## config.mk

```make
export PLATFORM = sky130hd
export DESIGN_NAME = arp_cache_and_responder_flat
export DESIGN_NICKNAME = d
export VERILOG_FILES = /design/src/rtl/arpc_pkg.sv /design/src/rtl/arpc_if.sv /design/src/rtl/arpc_cell.sv /design/src/rtl/arpc_ctrl.sv /design/src/rtl/arp_cache_and_responder.sv /design/src/flat_wrapper.sv
export SDC_FILE = /design/constraint.sdc
export NUM_CORES = 2
export LEC_CHECK = 0
export BUFFER_PORTS_ARGS = -buffer_cell sky130_fd_sc_hd__buf_2
export CORE_AREA = 2 2 575 577
export DETAILED_ROUTE_END_ITERATION = 8
export DIE_AREA = 0 0 577 579
export SYNTH_ARGS = -nofsm -noshare
export SYNTH_HDL_FRONTEND = slang
export SYNTH_SLANG_ARGS = --single-unit
```

## constraint.sdc

```tcl
create_clock -name clk_i -period 20.2 [get_ports clk_i]
set_clock_uncertainty 0.15 [all_clocks]
set_input_delay 2.02 -clock clk_i [delete_from_list [all_inputs] [get_ports clk_i]]
set_output_delay 2.02 -clock clk_i [all_outputs]
set_load 0.01 [all_outputs]
```

## src/rtl/arpc_pkg.sv

```systemverilog
// Shared types and constants for the ARP cache and responder.
// Used by the interfaces, the cache cells, the sequencer and the checker.
`timescale 1ns / 1ps

package arpc_pkg;

  // Cell index width covers the largest supported cache of 256 entries.
  localparam int unsigned IDX_W = 8;

  localparam logic [1:0] OP_LOOKUP = 2'd0;
  localparam logic [1:0] OP_PACKET = 2'd1;
  localparam logic [1:0] OP_SEND   = 2'd2;

  localparam int unsigned CFG_IDX_W = 2;
  localparam logic [CFG_IDX_W-1:0] CFG_OWN_IP  = 2'd0;
  localparam logic [CFG_IDX_W-1:0] CFG_OWN_MAC = 2'd1;

  localparam logic [15:0] ARP_MIN_LEN    = 16'd28;
  localparam logic [15:0] ARP_HTYPE_ETH  = 16'd1;
  localparam logic [15:0] ARP_PTYPE_IPV4 = 16'h0800;
  localparam logic [7:0]  ARP_HLEN       = 8'd6;
  localparam logic [7:0]  ARP_PLEN       = 8'd4;
  localparam logic [15:0] ARP_OPC_REQ    = 16'd1;

  localparam logic [1:0]  SEND_NONE    = 2'd0;
  localparam logic [1:0]  SEND_REQUEST = 2'd1;
  localparam logic [1:0]  SEND_REPLY   = 2'd2;
  localparam logic [47:0] MAC_BCAST    = 48'hFFFF_FFFF_FFFF;

  typedef struct packed {
    logic [1:0]  operation;
    logic [31:0] query_address;
    logic [15:0] frame_length;
    logic [15:0] packet_hw_type;
    logic [15:0] packet_proto_type;
    logic [7:0]  packet_hw_len;
    logic [7:0]  packet_proto_len;
    logic [15:0] packet_opcode;
    logic [47:0] packet_sender_mac;
    logic [31:0] packet_sender_ip;
    logic [31:0] packet_target_ip;
  } req_t;

  typedef struct packed {
    logic        lookup_hit;
    logic [47:0] lookup_mac;
    logic        packet_accepted;
    logic        send_valid;
    logic [1:0]  send_opcode;
    logic [47:0] send_dest_mac;
    logic [47:0] send_target_mac;
    logic [31:0] send_target_ip;
  } rsp_t;

  typedef struct packed {
    logic             valid;
    logic [31:0]      addr;
    logic             hit;
    logic [47:0]      mac;
    logic [IDX_W-1:0] hit_idx;
    logic             free;
    logic [IDX_W-1:0] free_idx;
  } probe_t;

  typedef struct packed {
    logic             en;
    logic [IDX_W-1:0] idx;
    logic [31:0]      addr;
    logic [47:0]      mac;
  } wr_t;

endpackage

```

## src/rtl/arpc_if.sv

```systemverilog
// Valid/ready channel interfaces for requests, results and register writes.
// Depends on arpc_pkg for the payload types.
`timescale 1ns / 1ps

interface arpc_req_if;
  logic          valid;
  logic          ready;
  arpc_pkg::req_t payload;
  modport source (output valid, output payload, input ready);
  modport sink   (input valid, input payload, output ready);
endinterface

interface arpc_rsp_if;
  logic          valid;
  logic          ready;
  arpc_pkg::rsp_t payload;
  modport source (output valid, output payload, input ready);
  modport sink   (input valid, input payload, output ready);
endinterface

interface arpc_cfg_if;
  logic                             valid;
  logic                             ready;
  logic [arpc_pkg::CFG_IDX_W-1:0]   index;
  logic [47:0]                      data;
  modport source (output valid, output index, output data, input ready);
  modport sink   (input valid, input index, input data, output ready);
endinterface

```

## src/rtl/arpc_cell.sv

```systemverilog
// One cache entry: holds an address pair, tags a passing probe and takes writes.
// Depends on arpc_pkg for the probe and write types.
`timescale 1ns / 1ps

module arpc_cell #(
  parameter int unsigned CELL_IDX = 0
) (
  input  logic             clk_i,
  input  logic             rst_ni,
  input  arpc_pkg::probe_t probe_i,
  output arpc_pkg::probe_t probe_o,
  input  arpc_pkg::wr_t    wr_i
);
  import arpc_pkg::*;

  localparam logic [IDX_W-1:0] MyIdx = IDX_W'(CELL_IDX);

  logic        valid_q;
  logic [31:0] addr_q;
  logic [47:0] mac_q;
  probe_t      probe_d, probe_q;
  logic        wr_sel;

  assign wr_sel = wr_i.en && (wr_i.idx == MyIdx);

  always_comb begin
    probe_d = probe_i;
    if (probe_i.valid) begin
      if (!probe_i.hit && valid_q && (addr_q == probe_i.addr)) begin
        probe_d.hit     = 1'b1;
        probe_d.mac     = mac_q;
        probe_d.hit_idx = MyIdx;
      end
      if (!probe_i.free && !valid_q) begin
        probe_d.free     = 1'b1;
        probe_d.free_idx = MyIdx;
      end
    end
  end

  always_ff @(posedge clk_i or negedge rst_ni) begin
    if (!rst_ni) begin
      valid_q <= 1'b0;
      probe_q <= '0;
    end else begin
      probe_q <= probe_d;
      if (wr_sel) begin
        valid_q <= 1'b1;
      end
    end
  end

  always_ff @(posedge clk_i) begin
    if (wr_sel) begin
      addr_q <= wr_i.addr;
      mac_q  <= wr_i.mac;
    end
  end

  assign probe_o = probe_q;

endmodule

```

## src/rtl/arpc_ctrl.sv

```systemverilog
// Sequencer: takes requests and register writes, launches probes down the cell
// row, builds results and issues cache writes. Depends on arpc_pkg, arpc_if.
`timescale 1ns / 1ps

module arpc_ctrl (
  input  logic             clk_i,
  input  logic             rst_ni,
  arpc_req_if.sink         req_i,
  arpc_rsp_if.source       rsp_o,
  arpc_cfg_if.sink         cfg_i,
  output arpc_pkg::probe_t probe_o,
  input  arpc_pkg::probe_t probe_i,
  output arpc_pkg::wr_t    wr_o
);
  import arpc_pkg::*;

  localparam logic [1:0] ST_IDLE = 2'd0;
  localparam logic [1:0] ST_SCAN = 2'd1;
  localparam logic [1:0] ST_HOLD = 2'd2;

  logic [1:0]  state_q, state_d;
  req_t        item_q;
  rsp_t        res_d, res_q;
  rsp_t        out_q;
  logic        out_valid_q;
  wr_t         wr_d, wr_q;
  logic [31:0] own_ip_q;
  logic [47:0] own_mac_q;
  logic        accept;
  logic        done;
  logic        load_out;
  logic        pkt_ok;

  assign req_i.ready = (state_q == ST_IDLE);
  assign accept      = req_i.valid && req_i.ready;
  assign done        = (state_q == ST_SCAN) && probe_i.valid;
  assign load_out    = (state_q == ST_HOLD) && (!out_valid_q || rsp_o.ready);
  assign cfg_i.ready = 1'b1;

  always_comb begin
    probe_o       = '0;
    probe_o.valid = accept;
    probe_o.addr  = (req_i.payload.operation == OP_PACKET) ?
                    req_i.payload.packet_sender_ip : req_i.payload.query_address;
  end

  assign pkt_ok = (item_q.frame_length >= ARP_MIN_LEN) &&
                  (item_q.packet_hw_type == ARP_HTYPE_ETH) &&
                  (item_q.packet_proto_type == ARP_PTYPE_IPV4) &&
                  (item_q.packet_hw_len == ARP_HLEN) &&
                  (item_q.packet_proto_len == ARP_PLEN);

  always_comb begin
    res_d   = '0;
    wr_d    = '0;
    wr_d.idx  = probe_i.hit ? probe_i.hit_idx : (probe_i.free ? probe_i.free_idx : '0);
    wr_d.addr = item_q.packet_sender_ip;
    wr_d.mac  = item_q.packet_sender_mac;
    case (item_q.operation)
      OP_LOOKUP: begin
        res_d.lookup_hit = probe_i.hit;
        res_d.lookup_mac = probe_i.hit ? probe_i.mac : '0;
      end
      OP_PACKET: begin
        if (pkt_ok) begin
          res_d.packet_accepted = 1'b1;
          wr_d.en = done;
          if ((item_q.packet_opcode == ARP_OPC_REQ) &&
              (item_q.packet_target_ip == own_ip_q)) begin
            res_d.send_valid      = 1'b1;
            res_d.send_opcode     = SEND_REPLY;
            res_d.send_dest_mac   = item_q.packet_sender_mac;
            res_d.send_target_mac = item_q.packet_sender_mac;
            res_d.send_target_ip  = item_q.packet_sender_ip;
          end
        end
      end
      OP_SEND: begin
        res_d.send_valid      = 1'b1;
        res_d.send_opcode     = SEND_REQUEST;
        res_d.send_dest_mac   = MAC_BCAST;
        res_d.send_target_mac = '0;
        res_d.send_target_ip  = item_q.query_address;
      end
      default: begin
        res_d = '0;
      end
    endcase
  end

  always_comb begin
    state_d = state_q;
    case (state_q)
      ST_IDLE: begin
        if (accept) state_d = ST_SCAN;
      end
      ST_SCAN: begin
        if (done) state_d = ST_HOLD;
      end
      ST_HOLD: begin
        if (load_out) state_d = ST_IDLE;
      end
      default: begin
        state_d = ST_IDLE;
      end
    endcase
  end

  always_ff @(posedge clk_i or negedge rst_ni) begin
    if (!rst_ni) begin
      state_q     <= ST_IDLE;
      out_valid_q <= 1'b0;
      wr_q        <= '0;
      own_ip_q    <= '0;
      own_mac_q   <= '0;
    end else begin
      state_q <= state_d;
      wr_q    <= wr_d;
      if (load_out) begin
        out_valid_q <= 1'b1;
      end else if (rsp_o.ready) begin
        out_valid_q <= 1'b0;
      end
      if (cfg_i.valid) begin
        case (cfg_i.index)
          CFG_OWN_IP:  own_ip_q  <= cfg_i.data[31:0];
          CFG_OWN_MAC: own_mac_q <= cfg_i.data;
          default: begin
          end
        endcase
      end
    end
  end

  always_ff @(posedge clk_i) begin
    if (accept) item_q <= req_i.payload;
    if (done) res_q <= res_d;
    if (load_out) out_q <= res_q;
  end

  assign rsp_o.valid   = out_valid_q;
  assign rsp_o.payload = out_q;
  assign wr_o          = wr_q;

endmodule

```

## src/rtl/arp_cache_and_responder.sv

```systemverilog
// ARP cache and responder: one request in, one result out. Each request sends a
// probe down a row of CACHE_ENTRIES cells, one cell per cycle; the sequencer
// registers the result when the probe leaves the last cell and loads it into the
// output register once that register is free. The next request is taken once the
// result has been loaded into the output register, also while it still waits to
// be taken. A received packet that passes the format checks updates the cache at
// the edge that ends the cycle after its probe returns from the last cell. The
// cache is empty after reset; own_ip (index 0) and own_mac (index 1) reset to
// zero; the user must write them only while idle, which the block does not enforce.
// Depends on arpc_pkg, arpc_if, arpc_cell and arpc_ctrl.
`timescale 1ns / 1ps

module arp_cache_and_responder #(
  parameter int unsigned CACHE_ENTRIES = 16
) (
  input  logic       clk_i,
  input  logic       rst_ni,
  arpc_req_if.sink   req_i,
  arpc_rsp_if.source rsp_o,
  arpc_cfg_if.sink   cfg_i
);
  import arpc_pkg::*;

  probe_t chain [CACHE_ENTRIES+1];
  wr_t    wr;

  arpc_ctrl u_ctrl (
    .clk_i   (clk_i),
    .rst_ni  (rst_ni),
    .req_i   (req_i),
    .rsp_o   (rsp_o),
    .cfg_i   (cfg_i),
    .probe_o (chain[0]),
    .probe_i (chain[CACHE_ENTRIES]),
    .wr_o    (wr)
  );

  for (genvar k = 0; k < CACHE_ENTRIES; k++) begin : g_cell
    arpc_cell #(
      .CELL_IDX (k)
    ) u_cell (
      .clk_i   (clk_i),
      .rst_ni  (rst_ni),
      .probe_i (chain[k]),
      .probe_o (chain[k+1]),
      .wr_i    (wr)
    );
  end

endmodule

```

## src/flat_wrapper.sv

```systemverilog
// flat-port wrapper written by rule: the top's interface ports become plain ports
module arp_cache_and_responder_flat import arpc_pkg::*;
#(
  parameter int unsigned CACHE_ENTRIES = 16
)
  (clk_i, rst_ni, req_i_valid, req_i_payload, req_i_ready, rsp_o_valid, rsp_o_payload, rsp_o_ready, cfg_i_valid, cfg_i_index, cfg_i_data, cfg_i_ready);
  arpc_req_if req_i_i ();
  arpc_rsp_if rsp_o_i ();
  arpc_cfg_if cfg_i_i ();
  input  logic clk_i;
  input  logic rst_ni;
  input wire logic [$bits(req_i_i.valid)-1:0] req_i_valid;
  input wire logic [$bits(req_i_i.payload)-1:0] req_i_payload;
  output wire logic [$bits(req_i_i.ready)-1:0] req_i_ready;
  output wire logic [$bits(rsp_o_i.valid)-1:0] rsp_o_valid;
  output wire logic [$bits(rsp_o_i.payload)-1:0] rsp_o_payload;
  input wire logic [$bits(rsp_o_i.ready)-1:0] rsp_o_ready;
  input wire logic [$bits(cfg_i_i.valid)-1:0] cfg_i_valid;
  input wire logic [$bits(cfg_i_i.index)-1:0] cfg_i_index;
  input wire logic [$bits(cfg_i_i.data)-1:0] cfg_i_data;
  output wire logic [$bits(cfg_i_i.ready)-1:0] cfg_i_ready;
  assign req_i_i.valid = req_i_valid;
  assign req_i_i.payload = req_i_payload;
  assign req_i_ready = req_i_i.ready;
  assign rsp_o_valid = rsp_o_i.valid;
  assign rsp_o_payload = rsp_o_i.payload;
  assign rsp_o_i.ready = rsp_o_ready;
  assign cfg_i_i.valid = cfg_i_valid;
  assign cfg_i_i.index = cfg_i_index;
  assign cfg_i_i.data = cfg_i_data;
  assign cfg_i_ready = cfg_i_i.ready;
  arp_cache_and_responder #(.CACHE_ENTRIES(CACHE_ENTRIES)) u_core (.clk_i(clk_i), .rst_ni(rst_ni), .req_i(req_i_i), .rsp_o(rsp_o_i), .cfg_i(cfg_i_i));
endmodule
```

==> results.toml <==
[status]
status = "finished, final reports clean"

[synthesis]
synth_xor_area_share_pct = 4.16
synth_area_leaders = "edfxtp_1, dfrtp_1, mux2_2"
ys_ff_latch = 3396
synth_edf_count = 1866
yosys.area.top_type_share_pct = 49.0
synth-compound-area-share_pct = 0.755
syn_area_um2 = 114000
ys_types = 62
synthCells = 5777
synth-simple-area-share_pct = 4.04
syn_nets = 6061
ys.warnings.count = 0
synthAdderAreaFrac_pct = 0.0328
synth_flop_cell = "edfxtp_1"
ys_seq_area_share_pct = 82.4
synth_mux_area_share_pct = 7.67
syn_area_per_cell_um2 = 19.8
async_reset_ff_share_pct = 45.1
synth_area_leader_cell = "edfxtp_1"
synth_top_family_by_area = "multiplexers"

[clock_tree]
post_cts_buffers = 0
clock-sinks = 3396
cts_max_level = 5
clk_pin_slew_ns = 0.06
ctsHoldBuffers = 0
cts_root_buf = "clkbuf_16"
clk_latency_ns = 0.86
cts_resized = 0
cts_tree = "yes"
cts_made_buffers = 319
clockBufferDepth = 4

[final_layout]
final_nets = 6756
mostFrequentLayoutCell = "edfxtp_1"
syn2layout_area_growth_pct = 16.1
layout_common_cells = "edfxtp_1, dfrtp_1, mux2_2, buf_2, clkbuf_16"
drive_gt1_share_pct = 27.2
final_cells = 11100
design_area_um2 = 133000

[place]
hpwlAfterDp_um = 153000
gp_congestion = 0.900
dpl-instance-area_um2 = 122000
port_buffers = 445
dp.cells = 10500

[pwr]
seqPwrFrac_pct = 54.2
powerDensity_nw_per_um2 = 104
power_frac_comb_pct = 2.0
ir_worst_vdd_mv = 0.0724
p_switching_mw = 2.75
p_int_mw = 11.1
leakage_nw = 52.6
p_clk_share_pct = 43.8
netSwitchingFraction_pct = 19.8

[grt]
overflow = 0
grt_max_degree = 195
grt_pass1_vias = 52800
globalRouteTotalUtil_pct = 13.2
grt_pass1_wl_um = 337000
antenna_found_initial = 17

[timing]
max_slew_margin_pct = 19.9
period_share_pct = 27.5
hold_slack_ns = 0.218
clock.fmax_mhz = 180
hold_viol = 0
period_needed_ns = 5.56
tns_ns = 0
rsz0062_at_grt = "no"
finalMaxSlewViolations = 0
tightest_slew_ns = 1.20
finalSetupViolations = 0

[critical_path]
cpPeakStageDelay_ns = 0.85
crit_buf_inv = 5
cp_top_family = "buffers and inverters"
end_kind = "asynchronous set/reset pin"
cp_cell_sequence = "buf_12 -> buf_4 -> buf_4 -> buf_4 -> buf_12"
critPathArrivalTime_ns = 6.16
start_kind = "primary input"
crit_required_ns = 20.80
cpMostUsedCell = "buf_4"
cp_max_fo = 194
critPathSlowestCell = "buf_4"
path_class = "primary input to asynchronous set/reset pin"

[min_path]
hold_path.class = "flop to flop"

[die]
die_w_um = 577
fp-row-count = 211
fp.coreArea_um2 = 329000
die_h_um = 579
fp.dieArea_um2 = 334000
ios = 465
start_util_pct = 34.8

[route]
drt_iter0_markers = 3025
ant_nets = 0
drcViolationCount = 0
avgViaCountPerCell = 4.38
routedWlPerCell_um = 19.9
dr.pass1.iters = 6
num_vias = 48600
route.final.wire_length_um = 221000

[flow_run]
drv_cap = 0
state kept, by name (all words and copies together), names as in the netlist:
signal,cells
u_core.u_ctrl.rsp_o.payload,181
u_core.u_ctrl.state_q,2
u_core.g_cell.u_cell.mac_q,768
u_core.u_ctrl.rsp_o.valid,1
u_core.u_ctrl.wr_o,85
u_core.u_ctrl.res_q,181
u_core.g_cell.u_cell.probe_o,1394
u_core.g_cell.u_cell.addr_q,512
u_core.u_ctrl.item_q,224
u_core.u_ctrl.own_ip_q,32
u_core.g_cell.u_cell.valid_q,16
area by class of cell:
class,instances,area (um^2)
Timing Repair Buffer,524,2890
Clock inverter,126,1630
Sequential cell,3396,94300
Tap cell,4366,5460
Multi-Input combinational cell,2213,19300
Clock buffer,458,9190
Antenna cell,4,10.0
Inverter,18,67.6
Fill cell,29100,196000
power groups by stage:
stage	clock, mW	sequential (mW)	combinational (mW)
after floorplan	0	7.62	0.139
after global routing	6.52	7.53	0.317
after global placement	0	7.66	0.288
after detailed placement	0	7.66	0.293
final	6.07	7.52	0.283
after CTS	6.24	7.52	0.294
through the flow:
step	setup WS (ns)	power, mW	utilization [%]
2_1_floorplan	6.90	7.76	-
3_3_place_gp	13.59	7.95	37.1
3_5_place_dp	13.52	7.96	37.1
4_1_cts	14.45	14.1	40.4
5_1_grt	13.84	14.4	40.4
6_report	14.64	13.9	40.4
routing by layer:
layer / up-vias / track usage (%) / routed length (um)
met5: - / 0 / 119
met4: 18 / 4.16 / 6280
met3: 389 / 3.34 / 13000
met2: 1157 / 21.2 / 103000
met1: 24700 / 17.7 / 98500
li1: 22400 / - / -
logic make-up after synthesis:
kind of cell,Yosys count
AND/OR/NAND/NOR,781
other,1
buffers and inverters,168
adder cells (fa/ha/maj),3
XOR/XNOR,544
flip-flops,3396
multiplexers,763
AO/OA/AOI/OAI,121
synth_stat cells (49+ instances only):
library cell  number
mux2_4            50
nor4_1            96
clkbuf_1          57
mux2_2           628
mux2_1            81
dfrtp_1         1530
and2_1            50
edfxtp_1        1866
o21ai_0           58
nand2_1          120
xor2_1           304
nand4_1           67
nand3_1           80
or2_2             87
xnor2_1          240
buf_6             49
nor3_1            58
path summary, 6_finish.rpt:
check	from	to	slack, ns	cells after the start
setup / recovery	rst_ni	u_core.g_cell[15].u_cell.probe_o[65]$_DFF_PN0_	14.64	5
hold / removal	u_core.u_ctrl.item_q[39]$_DFFE_PP_	u_core.u_ctrl.wr_o[55]$_DFF_PN0_	0.22	0
setup reg to reg	u_core.u_ctrl.state_q[1]$_DFFE_PN0P_	u_core.u_ctrl.item_q[168]$_DFFE_PP_	15.99	5
hold reg to reg	u_core.u_ctrl.item_q[39]$_DFFE_PP_	u_core.u_ctrl.wr_o[55]$_DFF_PN0_	0.22	0
max in group clk_i	req_i_valid	u_core.u_ctrl.item_q[168]$_DFFE_PP_	15.25	6
min in group asynchronous	rst_ni	u_core.u_ctrl.wr_o[51]$_DFF_PN0_	1.10	1
No activity file was read; power rests on OpenSTA's default activity.
